--- config.mk ---
export PLATFORM = sky130hd
export DESIGN_NAME = rwba_queue
export DESIGN_NICKNAME = d
export VERILOG_FILES = /design/src/design/rwba_pkg.sv /design/src/design/rwba_queue.sv
export SDC_FILE = /design/constraint.sdc
export NUM_CORES = 1
export LEC_CHECK = 0
export BUFFER_PORTS_ARGS = -buffer_cell sky130_fd_sc_hd__buf_2
export CORE_AREA = 5 5 167 249
export CTS_CLUSTER_DIAMETER = 150
export CTS_CLUSTER_SIZE = 8
export DETAILED_ROUTE_END_ITERATION = 8
export DIE_AREA = 0 0 172 254
export GPL_TIMING_DRIVEN = 0
export PLACE_DENSITY = 0.55
export SYNTH_ARGS = -nofsm -noshare
export SYNTH_HDL_FRONTEND = slang
export SYNTH_SLANG_ARGS = --single-unit
--- constraint.sdc ---
create_clock -name i_clk -period 3.1 [get_ports i_clk]
set_input_delay 0.775 -clock i_clk [delete_from_list [all_inputs] [get_ports i_clk]]
set_output_delay 0.775 -clock i_clk [all_outputs]
set_load 0.02 [all_outputs]
--- src/design/rwba_pkg.sv ---
`default_nettype none
package rwba_pkg;

    // fixed widths of the register file and the accumulator store
    localparam int SUM_W     = 56;
    localparam int CNT_W     = 9;
    localparam int FIELD_W   = 12;
    localparam int DIM_W     = 13;
    localparam int SCALE_W   = 5;
    localparam int CFG_IDX_W = 3;
    localparam int CFG_DAT_W = 13;
    localparam int MAX_ROWS  = 4096;
    localparam int Q_DEPTH   = 4;

    localparam logic [CNT_W-1:0] CNT_MAX = 9'd511;

    // register indexes of the configuration port
    typedef enum logic [CFG_IDX_W-1:0] {
        CFG_FINE_COLS  = 3'd0,
        CFG_FINE_ROWS  = 3'd1,
        CFG_SCALE      = 3'd2,
        CFG_RANGE_LOW  = 3'd3,
        CFG_RANGE_HIGH = 3'd4,
        CFG_MIN_VALID  = 3'd5
    } t_cfg_idx;

    typedef struct packed {
        logic [DIM_W-1:0]   fine_cols;
        logic [DIM_W-1:0]   fine_rows;
        logic [SCALE_W-1:0] block_scale;
        logic [11:0]        range_low;
        logic [11:0]        range_high;
        logic [CNT_W-1:0]   min_valid_count;
    } t_cfg;

    // one finished block, handed from front to back
    typedef struct packed {
        logic [FIELD_W-1:0] row;
        logic [FIELD_W-1:0] col;
        logic [SUM_W-1:0]   sum;
        logic [CNT_W-1:0]   cnt;
        logic               last;
    } t_blk;

endpackage
`default_nettype wire

--- src/design/rwba_queue.sv ---
`default_nettype none
module rwba_queue (
    input  wire logic           i_clk,
    input  wire logic           i_rst_n,
    input  wire logic           i_push,
    input  wire rwba_pkg::t_blk i_data,
    input  wire logic           i_pop,
    output rwba_pkg::t_blk      o_data,
    output logic                o_full,
    output logic                o_empty
);

    localparam int PW = $clog2(rwba_pkg::Q_DEPTH);

    rwba_pkg::t_blk r_mem [rwba_pkg::Q_DEPTH];
    logic [PW-1:0]  r_wr, r_rd;
    logic [PW:0]    r_fill;

    assign o_full  = (r_fill == (PW+1)'(rwba_pkg::Q_DEPTH));
    assign o_empty = (r_fill == '0);
    assign o_data  = r_mem[r_rd];

    // pointers and fill level
    always_ff @(posedge i_clk) begin
        if (!i_rst_n) begin
            r_wr   <= '0;
            r_rd   <= '0;
            r_fill <= '0;
        end else begin
            if (i_push) r_wr <= r_wr + PW'(1);
            if (i_pop)  r_rd <= r_rd + PW'(1);
            r_fill <= r_fill + (PW+1)'(i_push) - (PW+1)'(i_pop);
        end
    end

    always_ff @(posedge i_clk) begin
        if (i_push) r_mem[r_wr] <= i_data;
    end

endmodule
`default_nettype wire

### Yosys cells after proc, flatten, opt, wreduce, memory -nomap -nowiden

Memory sizes are Yosys's and may differ from the RTL's. A register that Yosys moved wholly into a read port is not among the register bits.
Index checks and enable logic that the tools add are counted.

| word-level totals | value |
|---|---|
| RAM bits | 360 |
| register bits | 7 |
| output and inout port bits | 92 |
| logic and storage cells | 14 |
| memories kept | 1 |
| input port bits | 94 |

| operators by class | value |
|---|---|
| equality and inequality tests | 1 |
| mux-type cells | 4 |
| reductions and logical operators | 1 |
| $add $sub $neg | 4 |

Memories:

| name | depth | bits a word | read ports | clocked after Yosys merged registers in | wr ports | line | RTL |
|---|---|---|---|---|---|---|---|
| r_mem | 4 | 90 | 1 | 1 | 1 | rwba_queue.sv:15 | `rwba_pkg::t_blk r_mem [rwba_pkg::Q_DEPTH];` |

Operators with widths:

| kind | number |
|---|---|
| 2-bit by 1-bit adder with 2-bit output, second input constant | 2 |
| 2-bit two-way mux | 2 |
| 3-bit by 1-bit adder with 3-bit output | 1 |
| 3-bit equality test, second input constant | 1 |
| 3-bit zero test | 1 |
| 3-bit by 1-bit subtractor with 3-bit output | 1 |
| 1-bit two-way mux | 2 |

### Longest topological paths before layout

| depth | value |
|---|---|
| depth after elaboration | 3 |
| mapped depth | 7 |
| mapped depth without buffers | 7 |

### Worst setup path after synthesis

OpenSTA, ideal clock, no wires.

| timing | value |
|---|---|
| kind | in2reg |
| from | in i_push |
| to | mem r_mem[0][0] (netlist bit) (enable) |
| arrival | 2861 ps |
| data required time | 2642 ps |
| stages on the path | 1 |
| slack | -219 ps |
| buffers on the path | 0 |
| path through | and2_1 |

| on the way | value |
|---|---|
| longest elaborated chain between the ends | 2 |

RTL lines:

| element | line | RTL |
|---|---|---|
| start: declaration | rwba_queue.sv:5 | `input wire logic i_push,` |
| 1-bit two-way mux | rwba_queue.sv:37 | `if (i_push) r_mem[r_wr] <= i_data;` |
| 1-bit two-way mux (implied by the code) | rwba_queue.sv:37 |  |
| end: declaration | rwba_queue.sv:15 |  |

No other way between the ends.

==> impl_table.tex <==
\begin{tabular}{lr}
\hline
Metric & Value \\
\hline
\multicolumn{2}{l}{\textbf{Min path}} \\
\quad Worst Hold Depth & 1 \\
\quad Hold\_sp & i\_data[7] \\
\quad Min-Delay Path Class & primary input to register \\
\multicolumn{2}{l}{\textbf{Run}} \\
\quad Count of maximum capacitance violations & 0 \\
\multicolumn{2}{l}{\textbf{Routing}} \\
\quad Drt first-iter violations & 257 \\
\quad \# DRC & 0 \\
\quad 1st-pass router iterations & 4 \\
\quad Number of nets still failing antenna checks after routing & 0 \\
\quad Wire per inst & roughly 21 µm \\
\quad Routed WL & 26.9 mm \\
\quad Via Count & around 6000 \\
\quad Avg Vias per Cell & 4.77 \\
\multicolumn{2}{l}{\textbf{Timing}} \\
\quad Skew final & 14.9 ps \\
\quad Transition at the pin with the smallest max-transition slack & between 800 and 900 ps \\
\quad Slew Limit Fails & 0 \\
\quad Period Utilization, post-route & around 90\% \\
\quad Slew Limit Headroom & 42.9\% \\
\quad Endpoints failing hold & 0 \\
\quad Least setup slack across all paths after layout & 236 ps \\
\quad Post-route minimum period & around 2900 ps \\
\quad Total setup violations reported at the end of the flow & 0 \\
\quad RSZ-0062 raised after global routing & no \\
\quad Upper clock frequency limit & 0.349 GHz \\
\multicolumn{2}{l}{\textbf{Synth}} \\
\quad Portion of the post-synthesis area used by sequential elements & 81.3\% \\
\quad Post-Syn Instances & 513 \\
\quad Post-synthesis cell area & 13500 µm² \\
\quad Post-synth ARST share & 0\% \\
\quad Cell types with the highest counts after synthesis & sky130\_fd\_sc\_hd\_\_edfxtp\_1, sky130\_fd\_sc\_hd\_\_mux4\_2, sky130\_fd\_sc\_hd\_\_buf\_12, sky130\_fd\_sc\_hd\_\_buf\_2, sky130\_fd\_sc\_hd\_\_dfxtp\_1 \\
\quad Synthesis warning total & 0 \\
\quad Post-synthesis area per instance & 26.4 µm² \\
\quad Register bit total from synthesis & 369 \\
\quad Largest area contributor in the synthesized netlist & sky130\_fd\_sc\_hd\_\_edfxtp\_1 \\
\quad Top-area cell type share of the netlist area & 80.0\% \\
\quad Most common cell in the synthesized netlist & sky130\_fd\_sc\_hd\_\_edfxtp\_1 \\
\quad EDFF count, synth & 360 \\
\quad Library cells used by synthesis & 20 \\
\quad Leading cell types by total area after synthesis & sky130\_fd\_sc\_hd\_\_edfxtp\_1, sky130\_fd\_sc\_hd\_\_mux4\_2, sky130\_fd\_sc\_hd\_\_buf\_12 \\
\quad Net Count, Synth & 614 \\
\quad Top\_reg\_cell synth & sky130\_fd\_sc\_hd\_\_edfxtp\_1 \\
\multicolumn{2}{l}{\textbf{Clocking}} \\
\quad Clock buffer depth & 3 \\
\quad Post-CTS Hold Fix Bufs & 0 \\
\quad Setup Buffers After CTS & 0 \\
\quad Clock root cell & sky130\_fd\_sc\_hd\_\_clkbuf\_16 \\
\quad Clock transition time at the flip-flop clock pins of the worst setup and hold paths & about 50 ps \\
\quad Later-pin clock latency in the skew report & 550 ps \\
\quad Total number of clock tree sinks & $\sim$370 \\
\quad TritonCTS clock tree & yes \\
\quad Number of clock buffers inserted by TritonCTS & 52 \\
\quad CTS H-Tree Depth & 2 \\
\multicolumn{2}{l}{\textbf{Critical path}} \\
\quad Reg-to-Reg Start & r\_wr[0] \\
\quad Sort of element at the end of the critical path & output pin \\
\quad Data required time at the worst endpoint & approximately 2300 ps \\
\quad Maximum net fanout on the critical path & 10 \\
\quad Worst Path Class, Setup & register to output pin \\
\quad Most frequent cell on the critical path & sky130\_fd\_sc\_hd\_\_buf\_2 \\
\quad Depth of the worst register-to-register path & 4 \\
\quad Critical Path Source Type & register \\
\quad Ordered cell list for the critical path & buf\_2 > mux4\_2 > buf\_2 \\
\quad Critical Path AT & 2090 ps \\
\quad Worst path max stage delay & 540 ps \\
\quad Worst path slowest cell & sky130\_fd\_sc\_hd\_\_dfxtp\_2 \\
\multicolumn{2}{l}{\textbf{Global routing}} \\
\quad Wire length of the first global-routing pass & 40.4 mm \\
\quad Number of global-route vias before repair & 6685 \\
\quad Number of antenna violations at the first check in global routing & 3 \\
\quad Pin count of the biggest net entering global routing & 53 \\
\quad Overflow left after global routing & 0 \\
\quad Overall fraction of global-route tracks in use & 12.3\% \\
\multicolumn{2}{l}{\textbf{Place}} \\
\quad Total cell area at the placement stage & 15200 µm² \\
\quad Placer's final routability congestion estimate & slightly below 0.7 \\
\quad Post-Place Setup Slack & between 200 and 250 ps \\
\quad DPL Wire Length & 16.6 mm \\
\quad Port Buffers & 185 \\
\multicolumn{2}{l}{\textbf{Final layout}} \\
\quad Final core area utilization & 42.4\% \\
\quad Proportion of layout cells with a drive suffix above 1 & 46.9\% \\
\quad P\&R area growth vs syn & 22.9\% \\
\quad Post-layout net count & 857 \\
\quad Final design area excluding fillers & between 15000 and 20000 µm² \\
\multicolumn{2}{l}{\textbf{Floorplanning}} \\
\quad I/O pin total & 186 \\
\quad Floorplan die area & 43700 µm² \\
\quad Die height & 254 µm \\
\quad Floorplan die width & 172 µm \\
\quad Area of the placeable core & 39200 µm² \\
\quad Starting density of the core & 34.5\% \\
\quad Standard-cell rows & 89 \\
\multicolumn{2}{l}{\textbf{Power and ir drop}} \\
\quad Worst voltage drop across the vdd grid & 435 µV \\
\quad Power density of the placed cells & 721 nW/µm² \\
\quad Pwr Total & 0.0120 W \\
\quad Leak & 5.62 nW \\
\multicolumn{2}{l}{\textbf{Outcome}} \\
\quad Run status & finished, final reports clean \\
\hline
\end{tabular}
## state kept, by name (all words and copies together), names as in the netlist, named ones only
signal,cells
r_rd,2
r_fill,3
r_wr,2
r_mem,360
## kinds of logic (layout without fill, tap and decap cells)
| group | after synthesis | in the layout | share of synthesized area (%) |
|---|---|---|---|
| other | 0 | 2 | 0 |
| adder cells (fa/ha/maj) | 7 | 7 | 0.703 |
| buffers and inverters | 27 | 283 | 1.97 |
| multiplexers | 91 | 91 | 15.1 |
| AND/OR/NAND/NOR | 14 | 14 | 0.555 |
| AO/OA/AOI/OAI | 2 | 2 | 0.111 |
| flip-flops | 369 | 369 | 81.3 |
| XOR/XNOR | 3 | 3 | 0.305 |
## worst max-delay path: cells and delay by family, from the launching register on
kind | cells | cell delay, ps
buffers and inverters | 2 | 610
flip-flops | 1 | 540
multiplexers | 1 | 370
## report_power, final
group	internal (W)	switching (W)	leakage, nW
combinational	0.000532	0.000721	1.56
sequential	0.00575	0.0000590	3.38
clock	0.00303	0.00189	0.679
total	0.00931	0.00267	5.62
## metal layers
metal  vias up  GRT usage, %  wire [µm]
met4         2          4.99        739
met2       159          21.7      14600
met5         -             0         11
met1      3154          14.3      10200
li1       2688             -          -
met3        55          2.86       1350
## final timing paths
| check | end | slack (ps) |
|---|---|---|
| max reg2reg | r_mem[2][85] | 1130 |
| max | o_data[41] | 240 |
| min reg2reg | register | 550 |
| min | r_mem[3][7] | 430 |
## per-stage QoR
| step | hold WS, ps | cells | TNS, ps |
|---|---|---|---|
| 5_1_grt | 411 | 1271 | 0 |
| 3_5_place_dp | 549 | 1203 | 0 |
| 6_report | 434 | 1271 | 0 |
| 3_3_place_gp | 532 | 1198 | -157060 |
| 2_1_floorplan | 499 | 513 | 0 |
| 4_1_cts | 399 | 1269 | 0 |
## cell usage in the layout (no fill, tap or decap), types with 6 or more instances in the layout
cell type	n
sky130_fd_sc_hd__buf_12	9
sky130_fd_sc_hd__buf_2	194
sky130_fd_sc_hd__clkbuf_1	11
sky130_fd_sc_hd__clkbuf_16	53
sky130_fd_sc_hd__dfxtp_1	8
sky130_fd_sc_hd__edfxtp_1	360
sky130_fd_sc_hd__ha_1	6
sky130_fd_sc_hd__inv_1	7
sky130_fd_sc_hd__mux4_2	90
## cell type report
class / count / area [µm²]
Fill cell: 3442 / 22600
Sequential cell: 369 / 11000
Multi-Input combinational cell: 117 / 2270
Clock buffer: 64 / 1370
Timing Repair Buffer: 190 / 1060
Tap cell: 500 / 626
Buffer: 19 / 236
Clock inverter: 3 / 26.3
Inverter: 7 / 26.3
Antenna cell: 2 / 5.00
## timing repair
action                     CTS  global route
hold endpoints to repair     0             0
setup endpoints to repair   90             0
resized for setup            1             0
Note: power is estimated with default switching activity, not from simulation.
