<file path="config.mk">
export PLATFORM = sky130hd
export DESIGN_NAME = rwba_back
export DESIGN_NICKNAME = d
export VERILOG_FILES = /design/src/design/rwba_pkg.sv /design/src/design/rwba_back.sv
export SDC_FILE = /design/constraint.sdc
export NUM_CORES = 2
export LEC_CHECK = 0
export BUFFER_PORTS_ARGS = -buffer_cell sky130_fd_sc_hd__buf_2
export CAP_MARGIN = 20
export CORE_MARGIN = 4
export CORE_UTILIZATION = 55
export CTS_CLUSTER_SIZE = 20
export DETAILED_ROUTE_END_ITERATION = 16
export MAX_ROUTING_LAYER = met4
export PLACE_DENSITY = 0.73
export RECOVER_POWER = 100
export SLEW_MARGIN = 20
export SYNTH_ARGS = -nofsm -noshare
export SYNTH_HDL_FRONTEND = slang
export SYNTH_SLANG_ARGS = --single-unit
</file>
<file path="constraint.sdc">
create_clock -name i_clk -period 17.9 [get_ports i_clk]
set_input_delay 2.685 -clock i_clk [delete_from_list [all_inputs] [get_ports i_clk]]
set_output_delay 2.685 -clock i_clk [all_outputs]
set_load 0.01 [all_outputs]
</file>
<file path="src/design/rwba_pkg.sv">
`default_nettype none
package rwba_pkg;

    // fixed widths of the register file and the accumulator store
    localparam int SUM_W     = 56;
    localparam int CNT_W     = 9;
    localparam int FIELD_W   = 12;
    localparam int DIM_W     = 13;
    localparam int SCALE_W   = 5;
    localparam int CFG_IDX_W = 3;
    localparam int CFG_DAT_W = 13;
    localparam int MAX_ROWS  = 4096;
    localparam int Q_DEPTH   = 4;

    localparam logic [CNT_W-1:0] CNT_MAX = 9'd511;

    // register indexes of the configuration port
    typedef enum logic [CFG_IDX_W-1:0] {
        CFG_FINE_COLS  = 3'd0,
        CFG_FINE_ROWS  = 3'd1,
        CFG_SCALE      = 3'd2,
        CFG_RANGE_LOW  = 3'd3,
        CFG_RANGE_HIGH = 3'd4,
        CFG_MIN_VALID  = 3'd5
    } t_cfg_idx;

    typedef struct packed {
        logic [DIM_W-1:0]   fine_cols;
        logic [DIM_W-1:0]   fine_rows;
        logic [SCALE_W-1:0] block_scale;
        logic [11:0]        range_low;
        logic [11:0]        range_high;
        logic [CNT_W-1:0]   min_valid_count;
    } t_cfg;

    // one finished block, handed from front to back
    typedef struct packed {
        logic [FIELD_W-1:0] row;
        logic [FIELD_W-1:0] col;
        logic [SUM_W-1:0]   sum;
        logic [CNT_W-1:0]   cnt;
        logic               last;
    } t_blk;

endpackage
`default_nettype wire

</file>
<file path="src/design/rwba_back.sv">
`default_nettype none
module rwba_back #(
    parameter int SAMPLE_BITS = 12
) (
    input  wire logic                         i_clk,
    input  wire logic                         i_rst_n,
    input  wire logic [rwba_pkg::CNT_W-1:0]   i_min_valid,
    input  wire rwba_pkg::t_blk               i_blk,
    input  wire logic                         i_empty,
    output logic                              o_pop,
    output logic                              o_valid,
    input  wire logic                         i_ready,
    output logic [11:0]                       o_coarse_row,
    output logic [11:0]                       o_coarse_col,
    output logic [11:0]                       o_coarse_temperature,
    output logic                              o_aggregated,
    output logic                              o_last_of_image
);

    localparam int SUM_W = rwba_pkg::SUM_W;
    localparam int CNT_W = rwba_pkg::CNT_W;
    localparam int DCW   = $clog2(SUM_W);
    localparam int BW    = (SAMPLE_BITS > 1) ? $clog2(SAMPLE_BITS) : 1;
    localparam int P2W   = 2 * SAMPLE_BITS;
    localparam int P4W   = 4 * SAMPLE_BITS;

    typedef enum logic [2:0] {B_IDLE, B_DIV, B_SQ, B_Q4, B_CMP, B_OUT} t_state;

    t_state r_state;
    logic [11:0]            r_row, r_col;
    logic                   r_agg, r_last;
    logic [SUM_W-1:0]       r_dvd;
    logic [CNT_W-1:0]       r_den, r_rem;
    logic [DCW-1:0]         r_step;
    logic [SAMPLE_BITS-1:0] r_root;
    logic [BW-1:0]          r_bit;
    logic [P2W-1:0]         r_sq;
    logic [P4W-1:0]         r_q4;

    logic [CNT_W:0]         rem_sh;
    logic                   q_bit;
    logic [SAMPLE_BITS-1:0] cand;

    // one quotient bit per cycle
    assign rem_sh = {r_rem, r_dvd[SUM_W-1]};
    assign q_bit  = rem_sh >= {1'b0, r_den};
    // trial root for the current bit
    assign cand   = r_root | (SAMPLE_BITS'(1) << r_bit);

    assign o_pop   = (r_state == B_IDLE) && !i_empty;
    assign o_valid = (r_state == B_OUT);
    assign o_coarse_row         = r_row;
    assign o_coarse_col         = r_col;
    assign o_coarse_temperature = 12'(r_root);
    assign o_aggregated         = r_agg;
    assign o_last_of_image      = r_last;

    always_ff @(posedge i_clk) begin
        if (!i_rst_n) begin
            r_state <= B_IDLE;
        end else begin
            unique case (r_state)
                B_IDLE: begin
                    if (!i_empty) begin
                        r_state <= ((i_blk.cnt != '0) && (i_blk.cnt >= i_min_valid))
                                 ? B_DIV : B_OUT;
                    end
                end
                B_DIV: begin
                    if (r_step == DCW'(SUM_W - 1)) r_state <= B_SQ;
                end
                B_SQ:  r_state <= B_Q4;
                B_Q4:  r_state <= B_CMP;
                B_CMP: r_state <= (r_bit == '0) ? B_OUT : B_SQ;
                B_OUT: begin
                    if (i_ready) r_state <= B_IDLE;
                end
                default: r_state <= B_IDLE;
            endcase
        end
    end

    // divider and root datapath
    always_ff @(posedge i_clk) begin
        unique case (r_state)
            B_IDLE: begin
                r_row  <= i_blk.row;
                r_col  <= i_blk.col;
                r_last <= i_blk.last;
                r_agg  <= (i_blk.cnt != '0) && (i_blk.cnt >= i_min_valid);
                r_dvd  <= i_blk.sum;
                r_den  <= i_blk.cnt;
                r_rem  <= '0;
                r_step <= '0;
                r_root <= '0;
                r_bit  <= BW'(SAMPLE_BITS - 1);
            end
            B_DIV: begin
                r_rem  <= q_bit ? CNT_W'(rem_sh - {1'b0, r_den}) : CNT_W'(rem_sh);
                r_dvd  <= {r_dvd[SUM_W-2:0], q_bit};
                r_step <= r_step + DCW'(1);
            end
            B_SQ: r_sq <= P2W'(cand) * P2W'(cand);
            B_Q4: r_q4 <= P4W'(r_sq) * P4W'(r_sq);
            B_CMP: begin
                if (SUM_W'(r_q4) <= r_dvd) r_root <= cand;
                r_bit <= r_bit - BW'(1);
            end
            B_OUT: begin
            end
            default: begin
            end
        endcase
    end

endmodule
`default_nettype wire
</file>
# Word level (Yosys, flattened, before mapping)
# Cells that the tools add are included.
# classes
muxes	13
order_cmp	3
n_bitwise	1
multipliers	2
n_shift	1
n_reduce_logical	10
n_addsub	3
eq_ne	10
# ops
operator	count
$pmux W56 S2	1
$le A48 B56 Y1	1
$mul A24 B24 Y48	1
$mul A12 B12 Y24	1
$pmux W12 S2	1
$pmux W3 S6	1
$pmux W9 S2	1
$mux W3	5
$mux W12	1
$or A12 B12 Y12	1
$pmux W6 S2	1
$shl A1 B4 Y12 const A	1
$ge A10 B9 Y1	1
$ge A9 B9 Y1	1
$mux W9	1
$reduce_bool A9 Y1	1
$sub A9 B9 Y9	1
$pmux W4 S2	1
$add A6 B1 Y6 const B	1
$eq A3 B2 Y1 const B	2
$eq A3 B3 Y1 const B	2
$eq A6 B6 Y1 const B	1
$ne A2 B2 Y1 const B	3
$logic_not A4 Y1	1
other kinds (9)	11
# totals
out_inout_bits	40
regBits	197
inputBits	103

# Logic depth before layout (Yosys ltp)
# logic_depth
depth_word	5
mapped_depth	27
depth_no_buf	25

# Worst setup path before layout
# Ideal clock, no wire load.
# synth_path
kind	flip-flop to flip-flop
from	reg r_sq[2]
to	reg r_q4[40], data pin
t_arrival_ps	6623
setup_time_ps	261
setup_slack_ps	11016
period_less_slack_ps	6884
path_stages_with_launch	25
cell_sequence	edfxtp_1 clkbuf_1 clkbuf_1 nand2_1 fa_1 inv_1 fa_1 inv_1 fa_1 fa_1 inv_1 fa_1 fa_1 inv_1 fa_1 inv_1 ha_1 nand2_2 a211oi_2 nor2_1 or4_1 o221a_2 a31oi_4 a41o_1 xor2_1
# synth_between
elab_chain_len	1
# synth_lines
element	line	source
from (decl)	rwba_back.sv:37	logic [P2W-1:0] r_sq;
from (signal assigned)	rwba_back.sv:103	B_SQ: r_sq <= P2W'(cand) * P2W'(cand);
$mul A24 B24 Y48	rwba_back.sv:104	B_Q4: r_q4 <= P4W'(r_sq) * P4W'(r_sq);
to (signal assigned)	rwba_back.sv:104	
to (decl)	rwba_back.sv:38	logic [P4W-1:0] r_q4;
# No other way between the ends.
# A chain may end at the register's enable or synchronous reset.

# Final worst setup path
# layout_path
from	reg r_state[2]
to	reg r_dvd[30], data pin
# layout_between
elab_chain_len	2
elab_cells_between_ends	3
# layout_lines
element	line	source
from (decl)	rwba_back.sv:29	t_state r_state;
from (signal assigned)	rwba_back.sv:65	r_state <= ((i_blk.cnt != '0) && (i_blk.cnt >= i_min_valid))
from (signal assigned)	rwba_back.sv:74	B_CMP: r_state <= (r_bit == '0) ? B_OUT : B_SQ;
$eq A3 B1 Y1 / $logic_not A3 Y1 (equally long branches)	rwba_back.sv:85	unique case (r_state)
$pmux W56 S2 (*)	rwba_back.sv:85	
to (signal assigned)	rwba_back.sv:91	r_dvd <= i_blk.sum;
to (signal assigned)	rwba_back.sv:100	r_dvd <= {r_dvd[SUM_W-2:0], q_bit};
to (decl)	rwba_back.sv:32	logic [SUM_W-1:0] r_dvd;
# Mark *: on every way between the ends. The rest lies on a longest branch, timed or not.

==> flow_summary.json <==
{
  "gr-usage-met2_pct": 40.7,
  "cts_made_buffers": 17,
  "wl_per_cell_um": 17.2,
  "fin_worst_skew_ns": 0.0212,
  "ys_seq_elements": 195,
  "rr_startpoint": "r_state[2]$_SDFFE_PN0P_",
  "synthTopCellsByArea": "fa_1 (34%), edfxtp_1 (20%), ha_1 (14%), inv_1 (9.5%), nand2_1 (3.6%)",
  "drive_gt1_share_pct": 5.23,
  "worst_pin_slew_ns": 4.05,
  "relSlewSlack_pct": -170,
  "final_nets": 3912,
  "hold_class": "reg -> reg",
  "yosysTopAreaCellShare_pct": 34.2,
  "cts-root-buf": "clkbuf_16",
  "port_buffers": 142,
  "wirelength_um": 63700,
  "syn_inst": 2890,
  "seq_area_frac_synth_pct": 20.5,
  "cts_tree": "done",
  "ys_warn_count": 0,
  "htreeDepth": 4,
  "hold_viol": 0,
  "setup-tns-final_ns": 0,
  "avgSynthCellArea_sq_um": 9.85,
  "die_x_um": 236,
  "rows": 83,
  "synth_largest_area_cell": "fa_1",
  "max_stage_delay_ns": 3.34,
  "antenna_found_initial": 1,
  "ctsHoldBuffers": 0,
  "violations": "capacitance limit, slew limit",
  "fp.dieH_um": 236,
  "cp.required_ns": 18.07,
  "hpwl_um": 52200,
  "clockBufferDepth": 2,
  "drc": 0,
  "critPathMaxFanout": 116,
  "grt_pass1_vias": 21600,
  "endpoint": "r_dvd[30]$_DFFE_PP_",
  "ys_async_sr_fraction_pct": 0,
  "core_sq_um": 51300,
  "fin_cells": 3704,
  "worstPathCellList": "nor2_4, clkbuf_1, nand2_1, o21ai_0",
  "r2r_cells": 4,
  "die_area_sq_um": 55500,
  "drt_iter0_drc": 1236,
  "pin_count": 143,
  "rsz0062_at_grt": "no",
  "max_freq_ghz": 0.122,
  "cpMaxStageDelayCell": "nand2_1",
  "grt_use_met1_pct": 32.1,
  "synthFlopType": "edfxtp_1",
  "synth_area_sq_um": 28500,
  "use_met3_pct": 2.69,
  "cts_sinks": 195,
  "cp-start-kind": "register",
  "synthToLayoutAreaGrowth_pct": 7.04,
  "viasPerCell": 5.34,
  "fillers": 4290,
  "firstDrtPassIters": 5,
  "grt_use_total_pct": 24.3,
  "globalplace.congestion": 0.908,
  "maxCapViolCount": 5,
  "end_kind": "register",
  "grt_pass1_wl_um": 107000,
  "clkSlewWorstSetupHoldPaths_ns": 0.07,
  "grt_max_degree": 117,
  "grt_overflow_total": 0,
  "crit_arrival_ns": 8.39,
  "synth_cell_type_count": 63,
  "top_usage_layer": "met2",
  "vias": 19800,
  "postCtsSetupBuffers": 0,
  "drtAntennaViolNets": 0,
  "post-route-period-util_pct": 45.9,
  "regToRegSetupSlack_ns": 9.68,
  "drv_slew": 303,
  "fin_crit_ns": 8.22,
  "dp.cells": 3670,
  "setup_viol": 0,
  "worstReg2RegEnd": "r_dvd[30]$_DFFE_PP_",
  "synth_edf_count": 192,
  "status": "complete, but fails checks",
  "cts_resized": 0,
  "crit_type": "reg -> reg",
  "initial_core_util_pct": 55.5,
  "crit_start": "r_state[2]$_SDFFE_PN0P_",
  "insertion_delay_ns": 0.46
}
==> kinds of logic after synthesis <==
logic type / Yosys count / share of synthesized area (%)
AOI/OAI and AO/OA: 311 / 6.85
xor gates and xnor gates: 81 / 2.49
adders and majority gates: 799 / 48.0
buffers and inverters: 809 / 10.7
DFF: 195 / 20.5
muxes: 10 / 0.356
other: 2 / 0.0264
and+or+nand+nor: 683 / 11.2
==> final cells by class <==
class                   count  area [sq um]  share of cell area (%)
diodes                      1          2.50                 0.00821
inverters                 724          2720                    8.92
flip-flops and latches    195          5830                    19.1
clock buffers              19           433                    1.42
clock inverters            13           166                   0.546
well taps                 680           851                    2.79
multi-input cells        1905         19700                    64.5
repair buffers            167           828                    2.72
==> state kept, by name (all words and copies together) (netlist names) <==
signal / cells
o_aggregated: 1
o_coarse_col: 12
o_coarse_row: 12
o_coarse_temperature: 12
o_last_of_image: 1
r_bit: 4
r_den: 9
r_dvd: 56
r_q4: 47
r_rem: 9
r_sq: 23
r_state: 3
r_step: 6
==> layer usage <==
| layer | vias up | wire (um) |
|---|---|---|
| met2 | 557 | 32000 |
| met5 | - | 0 |
| li1 | 9163 | - |
| met4 | 0 | 1520 |
| met3 | 96 | 3210 |
| met1 | 9948 | 27000 |
==> stage by stage <==
step	setup slack (ns)	instance area [sq um]	hold WS [ns]	utilization (%)
after CTS	10.23	30600	0.548	59.6
after floorplan	11.02	28500	0.476	-
after detailed placement	10.21	30000	0.534	58.5
after global routing	8.68	30500	0.584	59.4
final	9.68	30500	0.545	59.4
after global placement	10.45	30000	0.528	58.5
==> worst max-delay path: cells and delay by family, from the launching register on <==
family | cells | cell delay (ns)
and+or+nand+nor | 2 | 3.48
buffers and inverters | 1 | 2.83
AOI/OAI and AO/OA | 1 | 1.03
DFF | 1 | 0.50
==> cell usage in the layout, fill, tap and decap left out, types with 21 or more instances in the layout <==
| cell | instances |
|---|---|
| xor2_1 | 24 |
| a21oi_1 | 91 |
| and2_1 | 114 |
| o21ai_0 | 94 |
| buf_2 | 92 |
| inv_1 | 724 |
| nor2_1 | 153 |
| a21o_1 | 43 |
| fa_1 | 487 |
| nand2_1 | 276 |
| xnor2_1 | 57 |
| conb_1 | 21 |
| edfxtp_1 | 192 |
| clkbuf_1 | 56 |
| ha_1 | 312 |
==> how the worst min path moves through the flow <==
stage / startpoint / end / slack, ns / depth (start not counted)
2_1_floorplan: r_sq[0]$_DFFE_PP_ / r_q4[0]$_DFFE_PN_ / 0.48 / 0
3_3_place_gp: r_dvd[54]$_DFFE_PP_ / r_dvd[55]$_DFFE_PP_ / 0.53 / 2
3_5_place_dp: r_dvd[49]$_DFFE_PP_ / r_dvd[50]$_DFFE_PP_ / 0.53 / 2
4_1_cts: r_dvd[54]$_DFFE_PP_ / r_dvd[55]$_DFFE_PP_ / 0.55 / 2
5_1_grt: r_dvd[49]$_DFFE_PP_ / r_dvd[50]$_DFFE_PP_ / 0.58 / 2
6_report: r_dvd[54]$_DFFE_PP_ / r_dvd[55]$_DFFE_PP_ / 0.55 / 2
==> cell usage after synthesis, types with 3 or more instances <==
library cell and number:
o31a_1 3, ha_1 312, inv_1 724, o211ai_1 8, a211oi_1 5, and3_1 7
mux2i_1 9, a21o_1 43, a31oi_1 8, clkbuf_1 84, o21bai_1 9, nor4_1 12
edfxtp_1 192, o31ai_1 6, nand3_1 20, or2_2 10, a21oi_1 91, or3_1 6
nand3b_1 3, xnor2_1 57, nand4_1 20, and2_1 117, nand2b_1 14, nor2b_1 20
xor2_1 24, o311a_1 3, nor2_1 154, nor3b_1 4, dfxtp_1 3, o21ai_0 94
fa_1 487, nor3_1 12, o21a_1 5, nand2_1 275, a221o_1 5, a21boi_0 6
Power is not shown: default switching activity piles up to over one toggle a cycle in this logic, so the estimate is an artifact.
